`src/rtl/pcap_pkg.sv`:
```
// Package for the pcap IPv4 header extractor.
// Holds the parser phase and status codes, length constants and the shared structs.
// No dependencies.
package pcap_pkg;

  localparam int unsigned FILE_HDR_BYTES   = 24;
  localparam int unsigned REC_HDR_BYTES    = 16;
  localparam int unsigned PARSED_BYTES     = 34;
  localparam logic [15:0] MTU_RESET        = 16'd4000;

  localparam logic [4:0]  FILE_HDR_LAST    = 5'(FILE_HDR_BYTES - 1);
  localparam logic [3:0]  REC_HDR_LAST     = 4'(REC_HDR_BYTES - 1);
  localparam logic [16:0] PARSED_BYTES_W   = 17'(PARSED_BYTES);

  typedef enum logic [1:0] {
    PH_FILE,
    PH_RECHDR,
    PH_FRAME
  } phase_t;

  typedef enum logic [1:0] {
    ST_OK,
    ST_OVER_MTU,
    ST_ACTUAL_SHORT,
    ST_FRAME_SHORT
  } status_t;

  typedef struct packed {
    logic       store;
    logic       clear;
    logic       emit;
    status_t    status;
    logic [5:0] pos;
  } ctrl_t;

  typedef struct packed {
    status_t     status;
    logic [47:0] dst_mac;
    logic [47:0] src_mac;
    logic [15:0] ethertype;
    logic [5:0]  ip_header_bytes;
    logic [5:0]  dscp;
    logic [15:0] total_length;
    logic [15:0] identification;
    logic [15:0] flags_offset_word;
    logic [7:0]  ttl;
    logic [7:0]  protocol;
    logic [63:0] ip_addresses;
  } result_t;

endpackage

```
`src/rtl/pcap_ipv4_header_extractor.sv`:
```
// Top level of the pcap IPv4 header extractor.
// Instantiates pcap_ctrl, pcap_fields and pcap_out_reg. Depends on pcap_pkg.
//
//   channel | direction | handshake            | payload
//   input   | in        | in_valid / in_ready  | data_byte
//   result  | out       | out_valid / out_ready| status .. ip_addresses
//   config  | in        | cfg_wr_en            | cfg_wr_data (mtu_limit)
//
// One capture byte is taken every cycle while in_ready is high; a result is
// registered in the cycle after the byte that completes it and sits in the
// result register until taken. in_ready drops only while a result waits and
// out_ready is low. Synchronous reset restores the file header skip, clears
// the halt flag and sets mtu_limit to 4000; there is no clearing pass.
module pcap_ipv4_header_extractor import pcap_pkg::*; (
  input  logic        clk,
  input  logic        rst,
  input  logic        cfg_wr_en,
  input  logic [15:0] cfg_wr_data,
  input  logic        in_valid,
  output logic        in_ready,
  input  logic [7:0]  data_byte,
  output logic        out_valid,
  input  logic        out_ready,
  output logic [1:0]  status,
  output logic [47:0] dst_mac,
  output logic [47:0] src_mac,
  output logic [15:0] ethertype,
  output logic [5:0]  ip_header_bytes,
  output logic [5:0]  dscp,
  output logic [15:0] total_length,
  output logic [15:0] identification,
  output logic [15:0] flags_offset_word,
  output logic [7:0]  ttl,
  output logic [7:0]  protocol,
  output logic [63:0] ip_addresses
);

  ctrl_t   ctrl;
  result_t result;
  result_t held;
  logic    fire;

  assign in_ready = !out_valid || out_ready;
  assign fire     = in_valid && in_ready;

  pcap_ctrl u_ctrl (
    .clk         (clk),
    .rst         (rst),
    .cfg_wr_en   (cfg_wr_en),
    .cfg_wr_data (cfg_wr_data),
    .fire        (fire),
    .data_byte   (data_byte),
    .ctrl        (ctrl)
  );

  pcap_fields u_fields (
    .clk       (clk),
    .ctrl      (ctrl),
    .data_byte (data_byte),
    .result    (result)
  );

  pcap_out_reg u_out (
    .clk       (clk),
    .rst       (rst),
    .load      (ctrl.emit),
    .result    (result),
    .out_ready (out_ready),
    .out_valid (out_valid),
    .held      (held)
  );

  assign status            = held.status;
  assign dst_mac           = held.dst_mac;
  assign src_mac           = held.src_mac;
  assign ethertype         = held.ethertype;
  assign ip_header_bytes   = held.ip_header_bytes;
  assign dscp              = held.dscp;
  assign total_length      = held.total_length;
  assign identification    = held.identification;
  assign flags_offset_word = held.flags_offset_word;
  assign ttl               = held.ttl;
  assign protocol          = held.protocol;
  assign ip_addresses      = held.ip_addresses;

endmodule

```
`src/rtl/pcap_ctrl.sv`:
```
// Stream sequencer: file header skip, record header decode, frame byte counting.
// Holds the MTU register and the halt flag. Depends on pcap_pkg.
module pcap_ctrl import pcap_pkg::*; (
  input  logic        clk,
  input  logic        rst,
  input  logic        cfg_wr_en,
  input  logic [15:0] cfg_wr_data,
  input  logic        fire,
  input  logic [7:0]  data_byte,
  output ctrl_t       ctrl
);

  phase_t      phase, phase_next;
  logic [15:0] byte_index, byte_index_next;
  logic [15:0] record_length, record_length_next;
  logic [31:0] cap_len, cap_len_next;
  logic [23:0] act_acc, act_acc_next;
  logic        halted, halted_next;
  logic [15:0] mtu_limit;
  logic [31:0] actual_len;
  logic [3:0]  hdr_pos;

  assign hdr_pos    = byte_index[3:0];
  assign actual_len = {data_byte, act_acc};

  always_ff @(posedge clk) begin
    if (rst) begin
      mtu_limit <= MTU_RESET;
    end else if (cfg_wr_en) begin
      mtu_limit <= cfg_wr_data;
    end
  end

  always_ff @(posedge clk) begin
    if (rst) begin
      phase         <= PH_FILE;
      byte_index    <= '0;
      record_length <= '0;
      halted        <= 1'b0;
    end else begin
      phase         <= phase_next;
      byte_index    <= byte_index_next;
      record_length <= record_length_next;
      halted        <= halted_next;
    end
  end

  always_ff @(posedge clk) begin
    cap_len <= cap_len_next;
    act_acc <= act_acc_next;
  end

  always_comb begin
    phase_next         = phase;
    byte_index_next    = byte_index;
    record_length_next = record_length;
    cap_len_next       = cap_len;
    act_acc_next       = act_acc;
    halted_next        = halted;
    ctrl               = '0;
    ctrl.status        = ST_OK;
    ctrl.pos           = byte_index[5:0];
    if (fire && !halted) begin
      unique case (phase)
        PH_FILE: begin
          if (byte_index[4:0] == FILE_HDR_LAST) begin
            phase_next      = PH_RECHDR;
            byte_index_next = '0;
          end else begin
            byte_index_next = byte_index + 16'd1;
          end
        end
        PH_RECHDR: begin
          if (hdr_pos >= 4'd8 && hdr_pos < 4'd12) begin
            cap_len_next[8*hdr_pos[1:0] +: 8] = data_byte;
          end else if (hdr_pos >= 4'd12 && hdr_pos != REC_HDR_LAST) begin
            act_acc_next[8*hdr_pos[1:0] +: 8] = data_byte;
          end
          if (hdr_pos == REC_HDR_LAST) begin
            byte_index_next = '0;
            ctrl.clear      = 1'b1;
            priority if (actual_len > {16'd0, mtu_limit}) begin
              halted_next = 1'b1;
              ctrl.emit   = 1'b1;
              ctrl.status = ST_OVER_MTU;
            end else if (actual_len < cap_len) begin
              halted_next = 1'b1;
              ctrl.emit   = 1'b1;
              ctrl.status = ST_ACTUAL_SHORT;
            end else if (cap_len[15:0] == 16'd0) begin
              record_length_next = '0;
              ctrl.emit          = 1'b1;
              ctrl.status        = ST_FRAME_SHORT;
            end else begin
              record_length_next = cap_len[15:0];
              phase_next         = PH_FRAME;
            end
          end else begin
            byte_index_next = {12'd0, hdr_pos + 4'd1};
          end
        end
        PH_FRAME: begin
          ctrl.store      = ({1'b0, byte_index} < PARSED_BYTES_W);
          byte_index_next = byte_index + 16'd1;
          if ({1'b0, byte_index} + 17'd1 >= {1'b0, record_length}) begin
            phase_next      = PH_RECHDR;
            byte_index_next = '0;
            ctrl.emit       = 1'b1;
            ctrl.status     = ({1'b0, record_length} < PARSED_BYTES_W) ? ST_FRAME_SHORT
                                                                        : ST_OK;
          end
        end
        default: begin
          phase_next = PH_FILE;
        end
      endcase
    end
  end

endmodule

```
`src/rtl/pcap_fields.sv`:
```
// Frame header byte store and field extraction for one result.
// Driven by the control struct from pcap_ctrl. Depends on pcap_pkg.
module pcap_fields import pcap_pkg::*; (
  input  logic       clk,
  input  ctrl_t      ctrl,
  input  logic [7:0] data_byte,
  output result_t    result
);

  logic [7:0] hdr     [PARSED_BYTES];
  logic [7:0] hdr_now [PARSED_BYTES];

  always_comb begin
    for (int k = 0; k < PARSED_BYTES; k++) begin
      if (ctrl.clear) begin
        hdr_now[k] = '0;
      end else if (ctrl.store && ctrl.pos == 6'(k)) begin
        hdr_now[k] = data_byte;
      end else begin
        hdr_now[k] = hdr[k];
      end
    end
  end

  always_ff @(posedge clk) begin
    for (int k = 0; k < PARSED_BYTES; k++) begin
      hdr[k] <= hdr_now[k];
    end
  end

  always_comb begin
    result.status            = ctrl.status;
    result.dst_mac           = {hdr_now[0], hdr_now[1], hdr_now[2],
                                hdr_now[3], hdr_now[4], hdr_now[5]};
    result.src_mac           = {hdr_now[6], hdr_now[7], hdr_now[8],
                                hdr_now[9], hdr_now[10], hdr_now[11]};
    result.ethertype         = {hdr_now[12], hdr_now[13]};
    result.ip_header_bytes   = {hdr_now[14][3:0], 2'b00};
    result.dscp              = hdr_now[15][7:2];
    result.total_length      = {hdr_now[16], hdr_now[17]};
    result.identification    = {hdr_now[18], hdr_now[19]};
    result.flags_offset_word = {hdr_now[20], hdr_now[21]};
    result.ttl               = hdr_now[22];
    result.protocol          = hdr_now[23];
    result.ip_addresses      = {hdr_now[26], hdr_now[27], hdr_now[28], hdr_now[29],
                                hdr_now[30], hdr_now[31], hdr_now[32], hdr_now[33]};
  end

endmodule

```
`src/rtl/pcap_out_reg.sv`:
```
// Result register with valid and ready toward the consumer.
// Depends on pcap_pkg for the result struct.
module pcap_out_reg import pcap_pkg::*; (
  input  logic    clk,
  input  logic    rst,
  input  logic    load,
  input  result_t result,
  input  logic    out_ready,
  output logic    out_valid,
  output result_t held
);

  always_ff @(posedge clk) begin
    if (rst) begin
      out_valid <= 1'b0;
    end else if (load) begin
      out_valid <= 1'b1;
    end else if (out_ready) begin
      out_valid <= 1'b0;
    end
  end

  always_ff @(posedge clk) begin
    if (load) begin
      held <= result;
    end
  end

endmodule

```
`config.mk`:
```
export PLATFORM = sky130hd
export DESIGN_NAME = pcap_ipv4_header_extractor
export DESIGN_NICKNAME = d
export VERILOG_FILES = /design/src/rtl/pcap_pkg.sv /design/src/rtl/pcap_ipv4_header_extractor.sv /design/src/rtl/pcap_ctrl.sv /design/src/rtl/pcap_fields.sv /design/src/rtl/pcap_out_reg.sv
export SDC_FILE = /design/constraint.sdc
export NUM_CORES = 1
export LEC_CHECK = 0
export BUFFER_PORTS_ARGS = -buffer_cell sky130_fd_sc_hd__buf_2
export CORE_MARGIN = 10
export CORE_UTILIZATION = 52
export CTS_CLUSTER_SIZE = 24
export DETAILED_ROUTE_END_ITERATION = 12
export PLACE_DENSITY = 0.83
export SLEW_MARGIN = 20
export SYNTH_ARGS = -nofsm -noshare
export SYNTH_HDL_FRONTEND = slang
export SYNTH_SLANG_ARGS = --single-unit
```
`constraint.sdc`:
```
create_clock -name clk -period 15.7 [get_ports clk]
set_input_delay 2.355 -clock clk [delete_from_list [all_inputs] [get_ports clk]]
set_output_delay 2.355 -clock clk [all_outputs]
set_load 0.01 [all_outputs]
```
==> results of run 1 <==
[through the flow]
| step | cell area (sq um) | utilization (%) | cells |
|---|---|---|---|
| after global placement | 24680 | 57.17 | 2869 |
| final | 26610 | 61.65 | 2974 |
| after floorplan | 22770 | - | 2078 |
| after detailed placement | 24680 | 57.17 | 2869 |
| after global routing | 26610 | 61.65 | 2974 |
| after CTS | 26590 | 61.58 | 2973 |
[layout by cell type, fill, tap and decap left out, drive strengths merged, types with 3 or more instances in the layout]
cell type / Yosys / layout
nand3: 27 / 27
dfxtp: 302 / 302
and2: 44 / 44
or2: 3 / 3
a21o: 4 / 4
nand2: 592 / 592
a211oi: 6 / 6
clkinv: 0 / 17
inv: 76 / 81
clkbuf: 78 / 67
nand4: 22 / 22
nor2: 72 / 72
a21oi: 276 / 276
nor4: 19 / 19
buf: 15 / 300
nor2b: 7 / 7
nand2b: 8 / 8
ha: 74 / 74
xor2: 5 / 5
clkinvlp: 0 / 9
mux2i: 37 / 37
o21ai: 19 / 19
o22ai: 3 / 3
nor3: 22 / 22
edfxtp: 308 / 308
xnor2: 9 / 9
and3: 3 / 3
bufinv: 0 / 6
o211ai: 16 / 16
o31ai: 3 / 3
[power breakdown]
group / switching [W] / internal [W]
clock network: 0.000606 / 0.000793
logic: 0.0000433 / 0.0000174
registers: 0.00000260 / 0.00166
[routing by layer]
metal / vias to the layer above / part of all wire [%]
met5: - / 0
met4: 0 / 4.5
met3: 178 / 8.5
met2: 892 / 49
met1: 8037 / 39
li1: 7638 / -
[layout make-up]
cell class	count	area, sq um
fill	3269	16560
sequential	610	15290
multi-input combinational	1299	6837
timing repair buffer	300	1559
clock buffer	67	1514
tap	585	732.0
clock inverter	37	391.6
inverter	76	285.3
[critical path, stage by stage (launching register included)]
cell,delay [ns]
dfxtp_1,0.56
ha_1,0.37
and3_1,0.40
nand3_1,0.27
nor3_1,0.45
nand2_1,0.13
xnor2_1,0.16
ha_1,0.34
nand4_1,0.12
or4_1,0.50
o31ai_1,0.34
a31o_2,0.16
o21ai_0,0.21
o22ai_4,0.59
buf_4,0.82
buf_4,0.87
[kinds of logic (layout without fill, tap and decap cells)]
family / Yosys count / in the layout / synth area share [%]
compound gates: 343 / 343 / 8.192
flops: 610 / 610 / 67.21
other cells: 1 / 2 / 0.01648
fa+ha+maj: 74 / 74 / 4.068
xor+xnor: 14 / 14 / 0.5388
buf+inv: 169 / 480 / 2.892
simple gates: 829 / 829 / 15.46
mux: 37 / 37 / 1.627
[registers in the layout (all words and copies together), names as in the netlist]
name,count
u_ctrl.act_acc,24
u_ctrl.byte_index,16
u_ctrl.cap_len,32
u_ctrl.halted,1
u_ctrl.mtu_limit,16
u_ctrl.phase,2
u_ctrl.record_length,16
u_fields.hdr,250
u_out.held,252
u_out.out_valid,1
[synthesized netlist by cell type (5+ instances only)]
| cell type | instances | area (sq um) |
|---|---|---|
| o211ai_1 | 16 | 120.1 |
| nand4_1 | 22 | 137.6 |
| inv_1 | 76 | 285.3 |
| mux2i_1 | 37 | 370.4 |
| nor4_1 | 18 | 112.6 |
| nor2_1 | 72 | 270.3 |
| buf_2 | 7 | 35.03 |
| buf_1 | 5 | 18.77 |
| and2_1 | 44 | 275.3 |
| nor3_1 | 17 | 85.08 |
| clkbuf_1 | 78 | 292.8 |
| a211oi_1 | 5 | 37.54 |
| dfxtp_1 | 302 | 6046 |
| nor3_2 | 5 | 50.05 |
| nand2_1 | 592 | 2222 |
| nand2b_1 | 8 | 50.05 |
| nand3_1 | 27 | 135.1 |
| xnor2_1 | 9 | 78.83 |
| a21oi_1 | 275 | 1376 |
| xor2_1 | 5 | 43.79 |
| o21ai_0 | 18 | 90.09 |
| ha_1 | 74 | 925.9 |
| nor2b_1 | 7 | 43.79 |
| edfxtp_1 | 308 | 9249 |
[path summary, 6_finish.rpt]
path	startpoint	endpoint	slack [ns]	depth (start not counted)
setup / recovery	u_ctrl.byte_index[0]$_SDFFE_PP0P_	u_out.held[20]$_DFFE_PP_	8.93	15
setup reg to reg	u_ctrl.byte_index[0]$_SDFFE_PP0P_	u_out.held[20]$_DFFE_PP_	8.93	15
hold / removal	u_fields.hdr[13][1]$_DFF_P_	u_fields.hdr[13][1]$_DFF_P_	0.46	2
hold reg to reg	u_fields.hdr[13][1]$_DFF_P_	u_fields.hdr[13][1]$_DFF_P_	0.46	2
==> results.py, run 1 <==
metrics = {
    "run_status": {
        "outcome": "finished clean",
    },
    "sta": {
        "finalCritPeriodShare_pct": 43.12,
        "fin_tns_setup_ns": 0,
        "relSlewSlack_pct": 26.29,
        "setup_viol_count_final": 0,
        "final_hold_viol_count": 0,
        "max_freq_ghz": 0.1477,
        "fin_crit_ns": 6.771,
        "hold-worst-slack_ns": 0.4570,
        "rsz0062_at_grt": "no",
        "drv_slew": 0,
        "tightest_slew_ns": 1.102,
        "fin_skew_ns": 0.02695,
        "fin_ws_ns": 8.929,
    },
    "layout": {
        "num-nets-final": 2445,
        "drive_gt1_share_pct": 17.33,
        "diodes": 0,
        "area_delta_synth_final_pct": 16.94,
    },
    "global_route": {
        "globalRouteOverflowTotal": 0,
        "grt_pass1_wl_um": 95900,
        "grt_max_degree": 112,
        "grtUsageMet3_pct": 4.388,
        "grt_usage_pct": 23.07,
        "use_met2_pct": 38.67,
        "busiest_layer": "met2",
        "antenna_found_initial": 0,
        "grtUsageMet1_pct": 28.23,
        "grt_pass1_vias": 16529,
    },
    "clocking": {
        "numCtsBuffers": 55,
        "cts_resized": 0,
        "clk_latency_ns": 0.62,
        "cts.sink_count": 610,
        "cts_buffer_depth": 3,
        "postCtsSetupRepairBufs": 0,
        "cts-root-buf": "clkbuf_16",
        "cts_hold_buf": 0,
        "path_clk_slew_ns": 0.06,
        "cts_tree": "yes",
        "htree_levels": 2,
    },
    "worst_setup_path": {
        "crit_type": "reg2reg",
        "startpoint_type": "register",
        "worstPathArrival_ns": 7.01,
        "worstSetupEndpointType": "register",
        "crit_required_ns": 15.94,
        "crit_fanout": 82,
    },
    "floorplanning": {
        "core_sq_mm": 0.04317,
        "die_x_um": 229.2,
        "die_area_sq_mm": 0.05253,
        "die_h_um": 229.2,
        "start_util_pct": 52.72,
        "ios": 285,
        "rows": 76,
    },
    "power": {
        "power_density_mw_per_mm2": 117.4,
        "peakVddDrop_v": 0.00008791,
        "finalPower_w": 0.003124,
        "leakage_nw": 8.958,
    },
    "synth": {
        "ys_ff_latch": 610,
        "avgSynthCellArea_sq_um": 10.96,
        "seq_area_frac_synth_pct": 67.21,
        "synthFlopType": "edfxtp_1",
        "synth_warnings": 0,
        "syn_inst": 2077,
        "async_reset_ff_share_pct": 0,
        "synth-edff-count": 308,
        "synth_cell_types": 54,
        "syn_area_sq_mm": 0.02276,
    },
    "flow_run": {
        "maxCapViolCount": 0,
    },
    "drt": {
        "vias": 16745,
        "first_pass_iters": 5,
        "avgRoutedWirePerCell_um": 21.17,
        "via_per_inst": 5.630,
        "drcViolationCount": 0,
        "ant_nets": 0,
        "wl_um": 62970,
        "first_iter_violations": 1713,
    },
    "placement": {
        "dp_slack_ns": 8.336,
        "hpwlAfterDp_um": 41410,
        "gp_congestion": 0.9074,
        "io_buffer_count": 282,
    },
    "worst_hold_path": {
        "min_path_type": "reg2reg",
    },
}
No activity file was read; power rests on OpenSTA's default activity.
==> run 2, diff against run 1 <==
--- a/config.mk
+++ b/config.mk
@@ -5,12 +5,13 @@
 export SDC_FILE = /design/constraint.sdc
 export NUM_CORES = 1
 export LEC_CHECK = 0
+export ABC_AREA = 1
 export BUFFER_PORTS_ARGS = -buffer_cell sky130_fd_sc_hd__buf_2
 export CORE_MARGIN = 10
-export CORE_UTILIZATION = 52
+export CORE_UTILIZATION = 58
 export CTS_CLUSTER_SIZE = 24
 export DETAILED_ROUTE_END_ITERATION = 12
-export PLACE_DENSITY = 0.83
+export PLACE_DENSITY = 0.87
 export SLEW_MARGIN = 20
 export SYNTH_ARGS = -nofsm -noshare
 export SYNTH_HDL_FRONTEND = slang
==> constraint.sdc (replaced) <==
create_clock -name clk -period 6.5 [get_ports clk]
set_input_delay 0.975 -clock clk [delete_from_list [all_inputs] [get_ports clk]]
set_output_delay 0.975 -clock clk [all_outputs]
set_load 0.01 [all_outputs]
==> results.py, run 2 <==
metrics = {
    "synth": {
        "yosysMostFrequentCell": "inv_1",
        "synth_warnings": 0,
        "ys_top_cells_by_area": "edfxtp_1 (40%), dfxtp_1 (26%), a21oi_1 (6.8%)",
        "synth-edff-count": 308,
        "synth_top_area_share_pct": 40.01,
        "ys_ff_latch": 610,
        "synth_commonest_cells": "inv_1 (357), a21oi_1 (316), edfxtp_1 (308), dfxtp_1 (302), o21ai_0 (263)",
        "async_reset_ff_share_pct": 0,
        "seq_area_frac_synth_pct": 66.17,
        "syn_area_sq_mm": 0.02312,
        "synth_cell_types": 39,
        "avgSynthCellArea_sq_um": 10.89,
        "yosysTopAreaCell": "edfxtp_1",
        "synthFlopType": "edfxtp_1",
        "syn_inst": 2123,
    },
    "worst_setup_path": {
        "worstSetupEndpointType": "register",
        "startpoint_type": "register",
        "crit_type": "reg2reg",
        "worstPathArrival_ns": 4.77,
        "rr_worst_depth": 22,
        "r2r-start": "u_ctrl.byte_index[0]$_SDFFE_PP0P_",
        "cp-startpoint": "u_ctrl.byte_index[0]$_SDFFE_PP0P_",
        "crit_fanout": 75,
        "worstReg2RegEnd": "u_out.held[241]$_DFFE_PP_",
        "endpoint": "u_out.held[241]$_DFFE_PP_",
        "r2r_slack_ns": 1.96,
        "crit_required_ns": 6.73,
    },
    "floorplanning": {
        "start_util_pct": 58.45,
        "die_h_um": 219.6,
        "die_area_sq_mm": 0.04824,
        "core_sq_mm": 0.03955,
        "ios": 285,
        "rows": 73,
        "die_x_um": 219.6,
    },
    "layout": {
        "drive_gt1_share_pct": 17.82,
        "fill_cells": 2744,
        "largest-register": "u_out.held",
        "layout_commonest_cell": "inv_1",
        "area_delta_synth_final_pct": 15.25,
        "reg_top3": "u_out.held x252, u_fields.hdr x250, u_ctrl.cap_len x32",
        "final_cell_mix": "inv_1 (356), a21oi_1 (316), edfxtp_1 (308)",
        "diodes": 0,
        "largest_register_ffs": 252,
        "multiInputGateArea_sq_mm": 0.005907,
        "num-nets-final": 2464,
        "regArea_sq_mm": 0.01530,
        "fin_util_pct": 67.36,
    },
    "worst_hold_path": {
        "min_path_type": "reg2reg",
    },
    "run_status": {
        "outcome": "finished clean",
    },
    "global_route": {
        "globalRouteOverflowTotal": 0,
        "grt_max_degree": 178,
        "grt_usage_pct": 23.27,
        "grt_pass1_vias": 16075,
        "grt_pass1_wl_um": 88230,
        "antenna_found_initial": 0,
    },
    "sta": {
        "setup_viol_count_final": 0,
        "max_freq_ghz": 0.2202,
        "drv_slew": 0,
        "rsz0062_at_grt": "no",
        "fin_crit_ns": 4.541,
        "fin_tns_setup_ns": 0,
        "relSlewSlack_pct": 28.63,
        "finalCritPeriodShare_pct": 69.86,
        "final_hold_viol_count": 0,
        "fin_skew_ns": 0.05518,
        "tightest_slew_ns": 1.067,
    },
    "drt": {
        "avgRoutedWirePerCell_um": 20.02,
        "ant_nets": 0,
        "wl_um": 58720,
        "vias": 16516,
        "via_per_inst": 5.631,
        "first_iter_violations": 1776,
        "drcViolationCount": 0,
        "first_pass_iters": 5,
    },
    "power": {
        "power_frac_clock_pct": 44.1,
        "power_switching_share_pct": 21.28,
        "comb_power_share_pct": 3.2,
        "p_seq_share_pct": 52.8,
        "peakVddDrop_v": 0.0002602,
        "power_density_mw_per_mm2": 291.4,
        "power.switching_w": 0.001652,
        "p_int_w": 0.006112,
        "leakage_nw": 13.10,
    },
    "clocking": {
        "cts_hold_buf": 0,
        "path_clk_slew_ns": 0.07,
        "cts_resized": 0,
        "cts.sink_count": 610,
        "cts-root-buf": "clkbuf_16",
        "cts_tree": "yes",
        "clk_latency_ns": 0.62,
        "htree_levels": 2,
        "cts_buffer_depth": 3,
        "numCtsBuffers": 56,
        "postCtsSetupRepairBufs": 0,
    },
    "placement": {
        "hpwlAfterDp_um": 37650,
        "gp_congestion": 0.9137,
        "io_buffer_count": 282,
    },
    "flow_run": {
        "maxCapViolCount": 0,
    },
}
-- run 2: cell count changes in the layout (fill, tap and decap cells not counted), sizes merged, moves of 9 or more --
cell | before | now
nor3 | 22 | 35
buf | 300 | 287
a21oi | 276 | 316
and2 | 44 | 0
o21ai | 19 | 278
inv | 81 | 365
nand2 | 592 | 126
mux2i | 37 | 0
xnor2 | 9 | 0
nor2 | 72 | 82
a211oi | 6 | 17
o211ai | 16 | 1
nand3 | 27 | 67
-- run 2: worst max-delay path: stages (launching register included) --
cell        delay (ns)
dfxtp_2           0.67
inv_1             0.27
nor3_2            0.23
nand2_1           0.13
nor2_2            0.14
nand3_1           0.14
nor2_2            0.17
nand2_1           0.08
xor2_1            0.16
ha_1              0.27
nand2_1           0.06
nor2_1            0.10
nand4_1           0.09
nor2_1            0.09
nor2_1            0.05
nand3_1           0.08
nand2_1           0.07
nor2_1            0.16
inv_1             0.07
nand2_1           0.07
nand2_1           0.10
clkinvlp_4        0.11
buf_4             0.76
-- run 2: power by group through the flow --
| stage | Combinational, W | Clock [W] | Sequential (W) |
|---|---|---|---|
| floorplan | 0.000159 | 0 | 0.00418 |
| global placement | 0.000228 | 0 | 0.00418 |
| detailed placement | 0.000238 | 0 | 0.00418 |
| CTS | 0.000241 | 0.00345 | 0.00410 |
| global route | 0.000269 | 0.00359 | 0.00410 |
| finish | 0.000245 | 0.00342 | 0.00410 |
-- run 2: final cells by class --
cell class	instances	area share, %
inverter	364	5.157
sequential	610	57.43
tap	525	2.466
clock inverter	33	1.503
clock buffer	72	5.791
timing repair buffer	287	5.485
multi-input combinational	1042	22.17
-- run 2: worst min path at each step --
stage / startpoint / to / slack (ns) / depth (start not counted)
after floorplan: u_fields.hdr[10][0]$_DFF_P_ / u_fields.hdr[10][0]$_DFF_P_ / 0.42 / 2
after global routing: u_fields.hdr[28][6]$_DFF_P_ / u_fields.hdr[28][6]$_DFF_P_ / 0.47 / 2
after detailed placement: u_fields.hdr[26][7]$_DFF_P_ / u_fields.hdr[26][7]$_DFF_P_ / 0.44 / 2
after CTS: u_fields.hdr[11][5]$_DFF_P_ / u_fields.hdr[11][5]$_DFF_P_ / 0.45 / 2
after global placement: u_fields.hdr[2][6]$_DFF_P_ / u_fields.hdr[2][6]$_DFF_P_ / 0.43 / 2
final: u_fields.hdr[12][1]$_DFF_P_ / u_fields.hdr[12][1]$_DFF_P_ / 0.45 / 2
-- run 2: through the flow --
stage / instance area, sq um / hold WS (ns) / setup WS [ns] / instances / power (W)
finish: 26640 / 0.4507 / 1.959 / 2933 / 0.007764
global route: 26640 / 0.4679 / 1.507 / 2933 / 0.007964
CTS: 26640 / 0.4519 / 2.029 / 2933 / 0.007788
detailed placement: 24700 / 0.4410 / 2.057 / 2828 / 0.004422
global placement: 24700 / 0.4314 / 2.142 / 2828 / 0.004408
floorplan: 23130 / 0.4209 / 0.006215 / 2124 / 0.004336
-- run 2: layer usage --
metal	wire, um	GRT usage [%]
met5	0	0
met4	1758	8.879
met3	6261	5.306
met2	28050	37.76
met1	22650	30.00
-- run 2: logic make-up after synthesis --
kind of cell,share of synthesized area (%)
compound gates,13.62
flops,66.17
buf+inv,8.357
simple gates,7.421
fa+ha+maj,4.005
xor+xnor,0.4168
other cells,0.01622
